--- src/design/bpsa_pkg.sv ---
package bpsa_pkg;

    localparam int NUM_BLOCKS = 128;
    localparam int BLK_W      = $clog2(NUM_BLOCKS);
    localparam int CNT_W      = BLK_W + 1;
    localparam int SLOTS      = 3;
    localparam int SIDX_W     = 2;
    localparam int KIND_W     = 3;
    localparam int SLOT_W     = 3;
    localparam int STAT_W     = 3;

    typedef logic [BLK_W-1:0]  t_blk;
    typedef logic [CNT_W-1:0]  t_cnt;
    typedef logic [SLOTS-1:0]  t_mask;
    typedef logic [SIDX_W-1:0] t_sidx;

    localparam t_cnt  CHAIN_NULL = t_cnt'(NUM_BLOCKS);
    localparam t_cnt  BLK_LIMIT  = t_cnt'(NUM_BLOCKS);
    localparam t_mask FULL_MASK  = '1;
    localparam logic [KIND_W-1:0] KIND_MAX = 3'd3;

    typedef enum logic [1:0] {
        OP_GET_BLOCK  = 2'd0,
        OP_FREE_BLOCK = 2'd1,
        OP_GET_SLOT   = 2'd2,
        OP_FREE_SLOT  = 2'd3
    } t_op;

    typedef enum logic [STAT_W-1:0] {
        ST_OK          = 3'd0,
        ST_BAD_KIND    = 3'd1,
        ST_NO_MEMORY   = 3'd2,
        ST_BAD_HANDLE  = 3'd3,
        ST_BAD_SLOT    = 3'd4,
        ST_CHAIN_ERROR = 3'd5
    } t_status;

    typedef enum logic [3:0] {
        S_IDLE, S_DECODE, S_TAKE, S_TAKE_RD, S_TAKE_INIT, S_SU_RD, S_SU_CHK,
        S_UL_RD, S_UL_HEAD, S_WALK, S_WALK_CHK, S_UL_FIX, S_UL_CLR, S_PUSH,
        S_RELINK, S_FINISH
    } t_state;

    typedef enum logic [4:0] {
        CMD_NONE, CMD_LOAD, CMD_TGT_HEAD, CMD_POP, CMD_POP_LATCH, CMD_BUMP,
        CMD_INIT, CMD_SU_RD, CMD_GRANT, CMD_SLOT_FREE, CMD_CN_RD_TGT,
        CMD_UL_HEAD, CMD_CN_RD_CUR, CMD_WALK_STEP, CMD_UL_FIX, CMD_UL_CLR,
        CMD_PUSH, CMD_RELINK, CMD_EMIT
    } t_cmd;

    typedef struct packed {
        t_cmd    cmd;
        logic    set_st;
        t_status st;
    } t_ctl;

    typedef struct packed {
        t_op  op;
        logic kind_bad;
        logic stack_nonempty;
        logic bump_avail;
        logic hnd_bad;
        logic stack_full;
        logic head_null;
        logic slot_range_bad;
        logic slot_unused;
        logic no_free;
        logic new_full;
        logic new_empty;
        logic became_partial;
        logic is_head;
        logic walk_ok;
        logic walk_hit;
        logic out_free;
    } t_flags;

endpackage

--- src/design/bpsa_if.sv ---
interface bpsa_in_if;
    import bpsa_pkg::*;
    logic                valid;
    logic                ready;
    logic [1:0]          operation;
    logic [KIND_W-1:0]   block_kind;
    logic [BLK_W-1:0]    block_handle;
    logic [SLOT_W-1:0]   slot_number;
    modport source (output valid, operation, block_kind, block_handle, slot_number,
                    input ready);
    modport sink   (input valid, operation, block_kind, block_handle, slot_number,
                    output ready);
endinterface

interface bpsa_out_if;
    import bpsa_pkg::*;
    logic                valid;
    logic                ready;
    logic [STAT_W-1:0]   status;
    logic [BLK_W-1:0]    granted_block;
    logic [SIDX_W-1:0]   granted_slot;
    logic                block_returned;
    modport source (output valid, status, granted_block, granted_slot, block_returned,
                    input ready);
    modport sink   (input valid, status, granted_block, granted_slot, block_returned,
                    output ready);
endinterface

--- src/design/bpsa_ctrl.sv ---
module bpsa_ctrl (
    input  logic            i_clk,
    input  logic            i_rst_n,
    input  logic            i_in_valid,
    output logic            o_in_ready,
    input  bpsa_pkg::t_flags i_flags,
    output bpsa_pkg::t_ctl   o_ctl
);
    import bpsa_pkg::*;

    t_state r_state, n_state;

    always_ff @(posedge i_clk) begin
        if (!i_rst_n) r_state <= S_IDLE;
        else          r_state <= n_state;
    end

    always_comb begin
        n_state    = r_state;
        o_ctl      = '{cmd: CMD_NONE, set_st: 1'b0, st: ST_OK};
        o_in_ready = 1'b0;
        case (r_state)
            S_IDLE: begin
                o_in_ready = 1'b1;
                if (i_in_valid) begin
                    o_ctl.cmd = CMD_LOAD;
                    n_state   = S_DECODE;
                end
            end
            S_DECODE: begin
                n_state = S_FINISH;
                case (i_flags.op)
                    OP_GET_BLOCK: begin
                        if (i_flags.kind_bad) begin
                            o_ctl.set_st = 1'b1;
                            o_ctl.st     = ST_BAD_KIND;
                        end else begin
                            n_state = S_TAKE;
                        end
                    end
                    OP_FREE_BLOCK: begin
                        if (i_flags.hnd_bad || i_flags.stack_full) begin
                            o_ctl.set_st = 1'b1;
                            o_ctl.st     = ST_BAD_HANDLE;
                        end else begin
                            n_state = S_PUSH;
                        end
                    end
                    OP_GET_SLOT: begin
                        if (i_flags.head_null) begin
                            n_state = S_TAKE;
                        end else begin
                            o_ctl.cmd = CMD_TGT_HEAD;
                            n_state   = S_SU_RD;
                        end
                    end
                    OP_FREE_SLOT: begin
                        if (i_flags.hnd_bad) begin
                            o_ctl.set_st = 1'b1;
                            o_ctl.st     = ST_BAD_HANDLE;
                        end else if (i_flags.slot_range_bad) begin
                            o_ctl.set_st = 1'b1;
                            o_ctl.st     = ST_BAD_SLOT;
                        end else begin
                            n_state = S_SU_RD;
                        end
                    end
                    default: n_state = S_FINISH;
                endcase
            end
            S_TAKE: begin
                if (i_flags.stack_nonempty) begin
                    o_ctl.cmd = CMD_POP;
                    n_state   = S_TAKE_RD;
                end else if (i_flags.bump_avail) begin
                    o_ctl.cmd = CMD_BUMP;
                    n_state   = S_TAKE_INIT;
                end else begin
                    o_ctl.set_st = 1'b1;
                    o_ctl.st     = ST_NO_MEMORY;
                    n_state      = S_FINISH;
                end
            end
            S_TAKE_RD: begin
                o_ctl.cmd = CMD_POP_LATCH;
                n_state   = S_TAKE_INIT;
            end
            S_TAKE_INIT: begin
                o_ctl.cmd = CMD_INIT;
                n_state   = (i_flags.op == OP_GET_BLOCK) ? S_FINISH : S_SU_RD;
            end
            S_SU_RD: begin
                o_ctl.cmd = CMD_SU_RD;
                n_state   = S_SU_CHK;
            end
            S_SU_CHK: begin
                n_state = S_FINISH;
                if (i_flags.op == OP_GET_SLOT) begin
                    if (i_flags.no_free) begin
                        o_ctl.set_st = 1'b1;
                        o_ctl.st     = ST_CHAIN_ERROR;
                    end else begin
                        o_ctl.cmd = CMD_GRANT;
                        if (i_flags.new_full) n_state = S_UL_RD;
                    end
                end else if (i_flags.slot_unused) begin
                    o_ctl.set_st = 1'b1;
                    o_ctl.st     = ST_BAD_SLOT;
                end else begin
                    o_ctl.cmd = CMD_SLOT_FREE;
                    if (i_flags.new_empty)           n_state = S_UL_RD;
                    else if (i_flags.became_partial) n_state = S_RELINK;
                end
            end
            S_UL_RD: begin
                o_ctl.cmd = CMD_CN_RD_TGT;
                n_state   = S_UL_HEAD;
            end
            S_UL_HEAD: begin
                o_ctl.cmd = CMD_UL_HEAD;
                n_state   = i_flags.is_head ? S_UL_CLR : S_WALK;
            end
            S_WALK: begin
                if (i_flags.walk_ok) begin
                    o_ctl.cmd = CMD_CN_RD_CUR;
                    n_state   = S_WALK_CHK;
                end else begin
                    // not on the chain
                    o_ctl.set_st = (i_flags.op == OP_FREE_SLOT);
                    o_ctl.st     = ST_CHAIN_ERROR;
                    n_state      = S_FINISH;
                end
            end
            S_WALK_CHK: begin
                if (i_flags.walk_hit) begin
                    n_state = S_UL_FIX;
                end else begin
                    o_ctl.cmd = CMD_WALK_STEP;
                    n_state   = S_WALK;
                end
            end
            S_UL_FIX: begin
                o_ctl.cmd = CMD_UL_FIX;
                n_state   = S_UL_CLR;
            end
            S_UL_CLR: begin
                o_ctl.cmd = CMD_UL_CLR;
                n_state   = S_FINISH;
                if (i_flags.op == OP_FREE_SLOT) begin
                    if (i_flags.stack_full) begin
                        o_ctl.set_st = 1'b1;
                        o_ctl.st     = ST_CHAIN_ERROR;
                    end else begin
                        n_state = S_PUSH;
                    end
                end
            end
            S_PUSH: begin
                o_ctl.cmd = CMD_PUSH;
                n_state   = S_FINISH;
            end
            S_RELINK: begin
                o_ctl.cmd = CMD_RELINK;
                n_state   = S_FINISH;
            end
            S_FINISH: begin
                if (i_flags.out_free) begin
                    o_ctl.cmd = CMD_EMIT;
                    n_state   = S_IDLE;
                end
            end
            default: n_state = S_IDLE;
        endcase
    end

endmodule

--- src/design/bpsa_dp.sv ---
module bpsa_dp (
    input  logic                        i_clk,
    input  logic                        i_rst_n,
    input  bpsa_pkg::t_ctl              i_ctl,
    output bpsa_pkg::t_flags            o_flags,
    input  logic [1:0]                  i_operation,
    input  logic [bpsa_pkg::KIND_W-1:0] i_block_kind,
    input  bpsa_pkg::t_blk              i_block_handle,
    input  logic [bpsa_pkg::SLOT_W-1:0] i_slot_number,
    input  logic                        i_out_ready,
    output logic                        o_out_valid,
    output logic [bpsa_pkg::STAT_W-1:0] o_status,
    output bpsa_pkg::t_blk              o_granted_block,
    output bpsa_pkg::t_sidx             o_granted_slot,
    output logic                        o_block_returned
);
    import bpsa_pkg::*;

    t_blk  m_stack [NUM_BLOCKS];
    t_mask m_su    [NUM_BLOCKS];
    t_cnt  m_cn    [NUM_BLOCKS];

    t_op               r_op;
    logic [KIND_W-1:0] r_kind;
    t_blk              r_tgt;
    logic [SLOT_W-1:0] r_slot;
    t_cnt              r_fc, r_bump, r_head, r_nxt, r_cur, r_steps;
    t_blk              r_stack_rd;
    t_mask             r_su_rd;
    t_cnt              r_cn_rd;
    t_status           r_st;
    t_blk              r_gblk;
    t_sidx             r_gslot;
    logic              r_ret;
    logic              r_o_valid;
    t_status           r_o_st;
    t_blk              r_o_gblk;
    t_sidx             r_o_gslot;
    logic              r_o_ret;

    t_blk  fc_dec;
    t_mask slot_bit, set_mask, clr_mask;
    t_sidx low_idx;
    logic  low_none;
    int    zeros;

    assign fc_dec   = BLK_W'(r_fc - t_cnt'(1));
    assign slot_bit = t_mask'(1) << r_slot;
    assign clr_mask = r_su_rd & ~slot_bit;

    // lowest free slot of the block just read
    always_comb begin
        low_idx  = '0;
        low_none = 1'b1;
        for (int i = SLOTS - 1; i >= 0; i--) begin
            if (!r_su_rd[i]) begin
                low_idx  = SIDX_W'(i);
                low_none = 1'b0;
            end
        end
        set_mask = r_su_rd | (t_mask'(1) << low_idx);
        zeros    = 0;
        for (int i = 0; i < SLOTS; i++) begin
            if (!clr_mask[i]) zeros = zeros + 1;
        end
    end

    always_comb begin
        o_flags.op             = r_op;
        o_flags.kind_bad       = r_kind > KIND_MAX;
        o_flags.stack_nonempty = r_fc != '0;
        o_flags.bump_avail     = r_bump < BLK_LIMIT;
        o_flags.hnd_bad        = {1'b0, r_tgt} >= r_bump;
        o_flags.stack_full     = r_fc >= BLK_LIMIT;
        o_flags.head_null      = r_head >= BLK_LIMIT;
        o_flags.slot_range_bad = r_slot >= SLOT_W'(SLOTS);
        o_flags.slot_unused    = (r_su_rd & slot_bit) == '0;
        o_flags.no_free        = low_none;
        o_flags.new_full       = set_mask == FULL_MASK;
        o_flags.new_empty      = clr_mask == '0;
        o_flags.became_partial = zeros == 1;
        o_flags.is_head        = r_head == {1'b0, r_tgt};
        o_flags.walk_ok        = (r_steps < BLK_LIMIT) && (r_cur < BLK_LIMIT);
        o_flags.walk_hit       = r_cn_rd == {1'b0, r_tgt};
        o_flags.out_free       = !r_o_valid || i_out_ready;
    end

    // free stack
    always_ff @(posedge i_clk) begin
        if (i_ctl.cmd == CMD_PUSH) m_stack[r_fc[BLK_W-1:0]] <= r_tgt;
        if (i_ctl.cmd == CMD_POP)  r_stack_rd <= m_stack[fc_dec];
    end

    // slot masks
    always_ff @(posedge i_clk) begin
        case (i_ctl.cmd)
            CMD_INIT:      m_su[r_tgt] <= '0;
            CMD_SU_RD:     r_su_rd     <= m_su[r_tgt];
            CMD_GRANT:     m_su[r_tgt] <= set_mask;
            CMD_SLOT_FREE: m_su[r_tgt] <= clr_mask;
            default: ;
        endcase
    end

    // chain links
    always_ff @(posedge i_clk) begin
        case (i_ctl.cmd)
            CMD_INIT:      m_cn[r_tgt] <= CHAIN_NULL;
            CMD_CN_RD_TGT: r_cn_rd     <= m_cn[r_tgt];
            CMD_CN_RD_CUR: r_cn_rd     <= m_cn[r_cur[BLK_W-1:0]];
            CMD_UL_FIX:    m_cn[r_cur[BLK_W-1:0]] <= r_nxt;
            CMD_UL_CLR:    m_cn[r_tgt] <= CHAIN_NULL;
            CMD_RELINK:    m_cn[r_tgt] <= r_head;
            default: ;
        endcase
    end

    always_ff @(posedge i_clk) begin
        if (!i_rst_n) begin
            r_fc      <= '0;
            r_bump    <= '0;
            r_head    <= CHAIN_NULL;
            r_o_valid <= 1'b0;
        end else begin
            if (i_ctl.set_st) r_st <= i_ctl.st;
            case (i_ctl.cmd)
                CMD_LOAD: begin
                    r_op    <= t_op'(i_operation);
                    r_kind  <= i_block_kind;
                    r_tgt   <= i_block_handle;
                    r_slot  <= i_slot_number;
                    r_st    <= ST_OK;
                    r_gblk  <= '0;
                    r_gslot <= '0;
                    r_ret   <= 1'b0;
                end
                CMD_TGT_HEAD:  r_tgt  <= r_head[BLK_W-1:0];
                CMD_POP:       r_fc   <= r_fc - t_cnt'(1);
                CMD_POP_LATCH: r_tgt  <= r_stack_rd;
                CMD_BUMP: begin
                    r_tgt  <= r_bump[BLK_W-1:0];
                    r_bump <= r_bump + t_cnt'(1);
                end
                CMD_INIT: begin
                    if (r_op == OP_GET_BLOCK) r_gblk <= r_tgt;
                    else                      r_head <= {1'b0, r_tgt};
                end
                CMD_GRANT: begin
                    r_gblk  <= r_tgt;
                    r_gslot <= low_idx;
                end
                CMD_UL_HEAD: begin
                    r_nxt   <= r_cn_rd;
                    r_cur   <= r_head;
                    r_steps <= '0;
                    if (r_head == {1'b0, r_tgt}) r_head <= r_cn_rd;
                end
                CMD_WALK_STEP: begin
                    r_cur   <= r_cn_rd;
                    r_steps <= r_steps + t_cnt'(1);
                end
                CMD_PUSH: begin
                    r_fc  <= r_fc + t_cnt'(1);
                    r_ret <= (r_op == OP_FREE_SLOT);
                end
                CMD_RELINK: r_head <= {1'b0, r_tgt};
                default: ;
            endcase
            // output register: hold until the transfer completes
            if (i_ctl.cmd == CMD_EMIT) begin
                r_o_valid <= 1'b1;
                r_o_st    <= r_st;
                r_o_gblk  <= r_gblk;
                r_o_gslot <= r_gslot;
                r_o_ret   <= r_ret;
            end else if (i_out_ready) begin
                r_o_valid <= 1'b0;
            end
        end
    end

    assign o_out_valid      = r_o_valid;
    assign o_status         = r_o_st;
    assign o_granted_block  = r_o_gblk;
    assign o_granted_slot   = r_o_gslot;
    assign o_block_returned = r_o_ret;

endmodule

--- src/design/block_pool_with_slot_suballocator_core.sv ---
// Block pool with descriptor-slot suballocator.
// i_req carries one request (operation, block_kind, block_handle, slot_number);
// o_rsp carries one result per request (status, granted_block, granted_slot,
// block_returned). Both channels transfer when valid and ready are high.
// One request is worked at a time by a sequencer over single-port tables for
// the free stack, slot masks and chain links; each table read is registered.
// When a block must be unlinked from behind the chain head, the sequencer walks
// the chain, reading and checking one link at a time (up to 128 links), and
// then fixes the link that pointed at the block.
// The result sits in an output register, so a new request is accepted while
// the previous result waits; if the receiver stalls with a result still held,
// the next result waits in the sequencer and no further request is accepted.
// Reset (synchronous, active low) empties the pool: no free blocks, no block
// ever handed out, empty partial chain. No clearing pass is needed.
module block_pool_with_slot_suballocator_core (
    input  logic       i_clk,
    input  logic       i_rst_n,
    bpsa_in_if.sink    i_req,
    bpsa_out_if.source o_rsp
);
    import bpsa_pkg::*;

    t_ctl   ctl;
    t_flags flags;

    bpsa_ctrl u_ctrl (
        .i_clk      (i_clk),
        .i_rst_n    (i_rst_n),
        .i_in_valid (i_req.valid),
        .o_in_ready (i_req.ready),
        .i_flags    (flags),
        .o_ctl      (ctl)
    );

    bpsa_dp u_dp (
        .i_clk            (i_clk),
        .i_rst_n          (i_rst_n),
        .i_ctl            (ctl),
        .o_flags          (flags),
        .i_operation      (i_req.operation),
        .i_block_kind     (i_req.block_kind),
        .i_block_handle   (i_req.block_handle),
        .i_slot_number    (i_req.slot_number),
        .i_out_ready      (o_rsp.ready),
        .o_out_valid      (o_rsp.valid),
        .o_status         (o_rsp.status),
        .o_granted_block  (o_rsp.granted_block),
        .o_granted_slot   (o_rsp.granted_slot),
        .o_block_returned (o_rsp.block_returned)
    );

endmodule

--- src/flat_wrapper.sv ---
// flat-port wrapper written by rule: the top's interface ports become plain ports
module block_pool_with_slot_suballocator_core_flat import bpsa_pkg::*;
  (i_clk, i_rst_n, i_req_valid, i_req_operation, i_req_block_kind, i_req_block_handle, i_req_slot_number, i_req_ready, o_rsp_valid, o_rsp_status, o_rsp_granted_block, o_rsp_granted_slot, o_rsp_block_returned, o_rsp_ready);
  bpsa_in_if i_req_i ();
  bpsa_out_if o_rsp_i ();
  input  logic i_clk;
  input  logic i_rst_n;
  input wire logic [$bits(i_req_i.valid)-1:0] i_req_valid;
  input wire logic [$bits(i_req_i.operation)-1:0] i_req_operation;
  input wire logic [$bits(i_req_i.block_kind)-1:0] i_req_block_kind;
  input wire logic [$bits(i_req_i.block_handle)-1:0] i_req_block_handle;
  input wire logic [$bits(i_req_i.slot_number)-1:0] i_req_slot_number;
  output wire logic [$bits(i_req_i.ready)-1:0] i_req_ready;
  output wire logic [$bits(o_rsp_i.valid)-1:0] o_rsp_valid;
  output wire logic [$bits(o_rsp_i.status)-1:0] o_rsp_status;
  output wire logic [$bits(o_rsp_i.granted_block)-1:0] o_rsp_granted_block;
  output wire logic [$bits(o_rsp_i.granted_slot)-1:0] o_rsp_granted_slot;
  output wire logic [$bits(o_rsp_i.block_returned)-1:0] o_rsp_block_returned;
  input wire logic [$bits(o_rsp_i.ready)-1:0] o_rsp_ready;
  assign i_req_i.valid = i_req_valid;
  assign i_req_i.operation = i_req_operation;
  assign i_req_i.block_kind = i_req_block_kind;
  assign i_req_i.block_handle = i_req_block_handle;
  assign i_req_i.slot_number = i_req_slot_number;
  assign i_req_ready = i_req_i.ready;
  assign o_rsp_valid = o_rsp_i.valid;
  assign o_rsp_status = o_rsp_i.status;
  assign o_rsp_granted_block = o_rsp_i.granted_block;
  assign o_rsp_granted_slot = o_rsp_i.granted_slot;
  assign o_rsp_block_returned = o_rsp_i.block_returned;
  assign o_rsp_i.ready = o_rsp_ready;
  block_pool_with_slot_suballocator_core u_core (.i_clk(i_clk), .i_rst_n(i_rst_n), .i_req(i_req_i), .o_rsp(o_rsp_i));
endmodule
--- config.mk ---
export PLATFORM = sky130hd
export DESIGN_NAME = block_pool_with_slot_suballocator_core_flat
export DESIGN_NICKNAME = d
export VERILOG_FILES = /design/src/design/bpsa_pkg.sv /design/src/design/bpsa_if.sv /design/src/design/bpsa_ctrl.sv /design/src/design/bpsa_dp.sv /design/src/design/block_pool_with_slot_suballocator_core.sv /design/src/flat_wrapper.sv
export SDC_FILE = /design/constraint.sdc
export NUM_CORES = 2
export LEC_CHECK = 0
export BUFFER_PORTS_ARGS = -buffer_cell sky130_fd_sc_hd__buf_2
export CORE_MARGIN = 2
export CORE_UTILIZATION = 58
export DETAILED_ROUTE_END_ITERATION = 12
export GPL_ROUTABILITY_DRIVEN = 0
export PLACE_DENSITY = 0.79
export SYNTH_ARGS = -nofsm -noshare
export SYNTH_HDL_FRONTEND = slang
export SYNTH_SLANG_ARGS = --single-unit
--- constraint.sdc ---
create_clock -name i_clk -period 9.24 [get_ports i_clk]
set_input_delay 0.462 -clock i_clk [delete_from_list [all_inputs] [get_ports i_clk]]
set_output_delay 0.462 -clock i_clk [all_outputs]
set_load 0.05 [all_outputs]
* After elaboration in Yosys (flattened, before gate mapping)
Memory sizes are Yosys's and may differ from the RTL's. A register that Yosys moved wholly into a read port is not among the register bits.
Index checks and enable logic that the tools add are counted.
** Word-level totals
- Register bits after elaboration :: 102
- Memory bits (writable) :: 2304
- Bits of input ports :: 19
- Output and inout bits :: 15
- Memories :: 3
** Operators by class
- Add/sub/neg operators :: 6
- Magnitude comparators :: 8
- Equal/unequal tests :: 45
- Shift-type cells :: 2
- Muxes and demuxes :: 96
- Bitwise operators :: 8
- Reduce and logical (&&, ||, !) cells :: 32
** Memories
- u_core.u_dp.m_cn :: words 128, width 8, rd ports 2, clocked after Yosys merged registers in 2, wr ports 1, RTL line bpsa_dp.sv:21 : t_cnt m_cn [NUM_BLOCKS];
- u_core.u_dp.m_stack :: words 128, width 7, rd ports 1, clocked after Yosys merged registers in 1, wr ports 1, RTL line bpsa_dp.sv:19 : t_blk m_stack [NUM_BLOCKS];
- u_core.u_dp.m_su :: words 128, width 3, rd ports 1, clocked after Yosys merged registers in 1, wr ports 1, RTL line bpsa_dp.sv:20 : t_mask m_su [NUM_BLOCKS];
** Operators by type and width (number)
- $mux 4 :: 29
- $pmux 5 s16 :: 1
- $add 32x2->32 const B :: 2
- $mux 32 :: 2
- $pmux 8 s2 :: 4
- $pmux 4 s15 :: 1
- $eq 5x4->1 const B :: 8
- $mux 8 :: 5
- $eq 32x2->1 const B :: 1
- $eq 4x4->1 const B :: 8
- $mux 7 :: 4
- $pmux 7 s4 :: 1
- $add 8x1->8 const B :: 3
- $lt 8x8->1 const B :: 3
- $mux 1 :: 24
- $mux 3 :: 8
- $pmux 8 s3 :: 1
- $pmux 7 s3 :: 1
- $eq 5x3->1 const B :: 4
- $pmux 4 s5 :: 1
- $reduce_and 2->1 :: 9
- $eq 4x3->1 const B :: 4
- $eq 8x7->1 :: 2
- $ge 8x8->1 const B :: 2
- 40 further kinds :: 69

* Logic depth before layout (Yosys ltp)
- Depth after elaboration :: 14
- Depth in mapped cells :: 12
- Mapped depth without buffers :: 9

* Modules after synthesis
From an unflattened synthesis, not the netlist that was laid out.
** Second synthesis, totals
- Cell total of the unflattened synthesis :: 5467
- Area, all modules :: 103772.0 um2
** By module, submodules not included
- bpsa_dp :: times used 1, cells an instance 5339, area an instance 102921.2 um2
- bpsa_ctrl :: times used 1, cells an instance 128, area an instance 850.8 um2

* Worst setup path before layout
No wires, ideal clock.
- Path kind :: flip-flop to flip-flop
- Start :: register u_core.u_dp.r_tgt[3]
- End :: memory u_core.u_dp.m_su[0][1] (netlist name), data pin
- Setup time :: 897 ps
- Arrival time :: 7194 ps
- Required time :: 8343 ps
- Path slack :: 1149 ps
- Cell stages (with the launch flop) :: 10
- Buffers on the path :: 2
- Period minus slack after synthesis :: 8091 ps
- Cell sequence :: edfxtp_1 buf_6 xor2_1 or4_4 o211ai_4 a41oi_2 or2_1 or3_1 buf_2 o22ai_1
** Between the ends
- Longest elaborated chain between the ends :: 8
** RTL lines
- start: declaration :: RTL line bpsa_dp.sv:25 : t_blk r_tgt;
- start signal: assignment :: RTL line bpsa_dp.sv:130 : r_tgt <= i_block_handle;
- start signal: assignment :: RTL line bpsa_dp.sv:137 : CMD_TGT_HEAD: r_tgt <= r_head[BLK_W-1:0];
- start signal: assignment :: RTL line bpsa_dp.sv:139 : CMD_POP_LATCH: r_tgt <= r_stack_rd;
- $eq 8x7->1 (*) :: RTL line bpsa_dp.sv:84 : o_flags.walk_hit = r_cn_rd == {1'b0, r_tgt};
- $mux 4 (*) :: RTL line bpsa_ctrl.sv:135 : if (i_flags.walk_hit) begin
- $pmux 5 s16 (*) :: RTL line bpsa_ctrl.sv:22 : case (r_state)
- $eq 5x4->1 :: RTL line bpsa_dp.sv:96 : case (i_ctl.cmd)
- $mux 1 :: RTL line bpsa_dp.sv:96
- $mux 1 (not written as such) :: RTL line bpsa_dp.sv:99 : CMD_GRANT: m_su[r_tgt] <= set_mask;
- $mux 3 (no line)
- $mux 3 (no line) (*)
- end: declaration :: RTL line bpsa_dp.sv:20
Every way passes the cells marked *; elsewhere a longest branch is shown, timed or not.

* Worst setup path after layout
- Start :: register u_core.u_dp.r_tgt[3]
- End :: memory u_core.u_dp.m_su[15][1] (netlist name), data pin
The elaborated chain is that of the path after synthesis.

==> flow_metrics.tcl <==
set metrics [dict create \
    final_nets 5563 \
    drv_cap 0 \
    peakVddDrop_uv 322.2 \
    synthCells 5502 \
    min_period_ns 5.141 \
    crit_fanout 107 \
    fin_worst_skew_ns 0.05628 \
    areaGrowthSynthToFinish_pct 9.801 \
    dp_hpwl_um 162600 \
    cts_setup_buffers 0 \
    tightest_slew_ns 1.348 \
    drcViolationCount 0 \
    regArea_mm2 0.07252 \
    synthArstFlopShare 0 \
    clock_sinks 2428 \
    setup_viol 0 \
    routed_wl_um 273800 \
    portBuffers 31 \
    cts-htree-levels 4 \
    antenna_found_initial 7 \
    layout.cells.non_filler 8078 \
    grt_usage 0.3011 \
    floorplan.initialDensity 0.5827 \
    core_mm2 0.1780 \
    crit_required_ns 9.74 \
    cts_root_buf "clkbuf_16" \
    rows 155 \
    slew_violations 0 \
    avgSynthCellArea_um2 18.85 \
    ys.flop_type "edfxtp_1" \
    initialDrtViolationCount 10010 \
    outcome "complete, no violations" \
    critPathCaptureType "flop" \
    yosys_warnings 0 \
    synth_edf_count 2385 \
    die-area_mm2 0.1823 \
    path_class "reg2reg" \
    first_global_vias 57540 \
    clockBufferDepth 3 \
    cts-resized-gates 0 \
    syn_area_mm2 0.1037 \
    powerDensity_mw_per_mm2 256.9 \
    syn-num-nets 5534 \
    routed_via_density 7.228 \
    max_slew_margin 0.09797 \
    path_clk_slew_ns 0.07 \
    cts_buffers 230 \
    clock.fmax_mhz 194.5 \
    first_pass_iters 6 \
    clock_latency_ns 0.90 \
    ys_seq_elements 2428 \
    p_leak_uw 0.03276 \
    grt_pass1_wl_um 396500 \
    cp-start-kind "flop" \
    die_w_um 426.9 \
    min_period_over_period 0.5564 \
    setup_tns_ns 0 \
    multi_input_comb_area_mm2 0.02964 \
    pin_count 34 \
    vias 58390 \
    nFillCells 11410 \
    grt_overflow_total 0 \
    tritoncts "built" \
    hold_viol 0 \
    wl_per_cell_um 33.89 \
    rsz0062_at_grt "no" \
    critPathArrivalTime_ns 5.64 \
    die_h_um 426.9 \
    drtAntennaViolNets 0 \
    seq_area_frac_synth 0.6987 \
    drive_gt1_frac 0.2378 \
    place_inst 7640 \
    grt_max_degree 143 \
    worstHoldPathType "in2reg" \
    synth_cell_types 86 \
    utilization 0.6398 \
]
logic make-up (layout without fill, tap and decap cells):
family                     after synthesis  count (layout)  synth area share
and+or+nand+nor                       1027            1027           0.04522
adders and majority gates               13              13          0.001568
DFF                                   2428            2428            0.6987
AOI/OAI and AO/OA                      616             616           0.04290
muxes                                  990             990            0.1902
buffers and inverters                  389             606           0.01809
other                                    0               4                 0
xor gates and xnor gates                39              39          0.003293
power by group:
part	internal [uW]	switching [uW]
Clock	5150	4220
Combinational	2460	4430
Sequential	12600	397
cells in the final DEF (no fill, tap or decap), drive strengths merged, types with 63 or more instances in the layout:
cell | synthesis | routed
nand3 | 85 | 85
clkinv | 1 | 107
mux2i | 159 | 159
nor2 | 494 | 494
edfxtp | 2385 | 2385
a22oi | 258 | 258
mux4 | 780 | 780
nand2 | 206 | 206
a21oi | 63 | 63
nand4 | 65 | 65
clkbuf | 168 | 285
buf | 191 | 142
registers in the layout (all words and copies together), names as in the netlist, 4 cells and up, named ones only:
name and flops:
u_core.u_dp.m_stack 896, u_core.u_dp.r_cn_rd 8, u_core.u_dp.m_su 384, u_core.u_dp.r_stack_rd 7, u_core.u_dp.m_cn 1024, u_core.u_dp.o_granted_block 7
u_core.u_dp.r_gblk 7, u_core.u_dp.r_fc 8, u_core.u_dp.r_head 8, u_core.u_ctrl.r_state 4, u_core.u_dp.r_bump 8, u_core.u_dp.r_steps 8
u_core.u_dp.r_tgt 7, u_core.u_dp.r_cur 8, u_core.u_dp.r_nxt 8
synth_stat cells, drive strengths merged (6+ instances only):
library cell / n / area share
mux4: 780 / 0.17
o211ai: 19 / 0.0016
nor2b: 31 / 0.0019
inv: 29 / 0.0010
or3: 10 / 0.00060
clkbuf: 168 / 0.0061
nand2b: 25 / 0.0015
xor2: 10 / 0.00084
a21oi: 63 / 0.0030
nor3: 30 / 0.0015
a211oi: 18 / 0.0013
nor3b: 6 / 0.00053
edfxtp: 2385 / 0.69
o22ai: 41 / 0.0025
and4: 8 / 0.00068
nor2: 494 / 0.018
buf: 191 / 0.011
nand2: 206 / 0.0080
mux2: 51 / 0.0055
a221oi: 21 / 0.0018
nand4: 65 / 0.0039
xnor2: 29 / 0.0024
a22oi: 258 / 0.019
nand3b: 7 / 0.00051
mux2i: 159 / 0.015
a31oi: 27 / 0.0016
o2111ai: 7 / 0.00059
nand3: 85 / 0.0041
a2111oi: 13 / 0.0012
o31ai: 10 / 0.00072
and3: 10 / 0.00060
a22o: 30 / 0.0025
a21o: 11 / 0.00080
o21ai: 50 / 0.0024
ha: 13 / 0.0016
dfxtp: 43 / 0.0083
nor4: 10 / 0.00066
and2: 22 / 0.0013
layout make-up:
class	count	share of cell area
clock buffer	284	0.05275
clock inverter	136	0.01279
inverter	30	0.0009886
timing repair buffer	156	0.01063
multi-input combinational	2685	0.2602
sequential	2428	0.6367
tap	2355	0.02587
antenna	4	0.00008788
metrics by stage:
stage	worst slack [ns]	hold WS (ns)	power [uW]	instance area (um^2)
2_1_floorplan	1.149	0.4003	17580	103700
3_5_place_dp	4.232	0.4090	19870	106300
3_3_place_gp	4.320	0.4044	19750	106300
4_1_cts	4.196	0.01333	29080	113900
6_report	4.099	0.05829	29260	113900
5_1_grt	3.894	0.01670	29920	113900
worst paths after layout:
path	cells after the start	slack, ns	to	start
min reg2reg	0	0.41	u_core.u_dp.o_granted_block[0]	u_core.u_dp.r_gblk[0]
max reg2reg	8	4.10	u_core.u_dp.m_su[15][1]	u_core.u_dp.r_tgt[3]
max	8	4.10	u_core.u_dp.m_su[15][1]	u_core.u_dp.r_tgt[3]
min	2	0.06	u_core.u_dp.r_tgt[3]	i_req_block_handle[3]
critical path, stage by stage, from the launching register on:
cell      delay (ns)
edfxtp_1        0.91
xor2_1          0.15
or4_4           0.48
o211ai_4        0.49
a41oi_2         0.24
or2_1           0.28
or3_1           0.55
o22ai_4         0.61
buf_4           0.88
per-layer routing:
metal  share of wire  GRT usage  routed length [um]
met2            0.47     0.4630              128600
met3            0.13    0.07566               34400
met5        0.000095          0                  26
met1            0.35     0.4124               96340
met4           0.053     0.1357               14450
repair_timing:
item / CTS / global route
hold endpoints to repair: 15 / 0
hold buffers: 13 / 0
endpoints found under the setup margin: 0 / 0
Power figures use the tool's default switching activity.
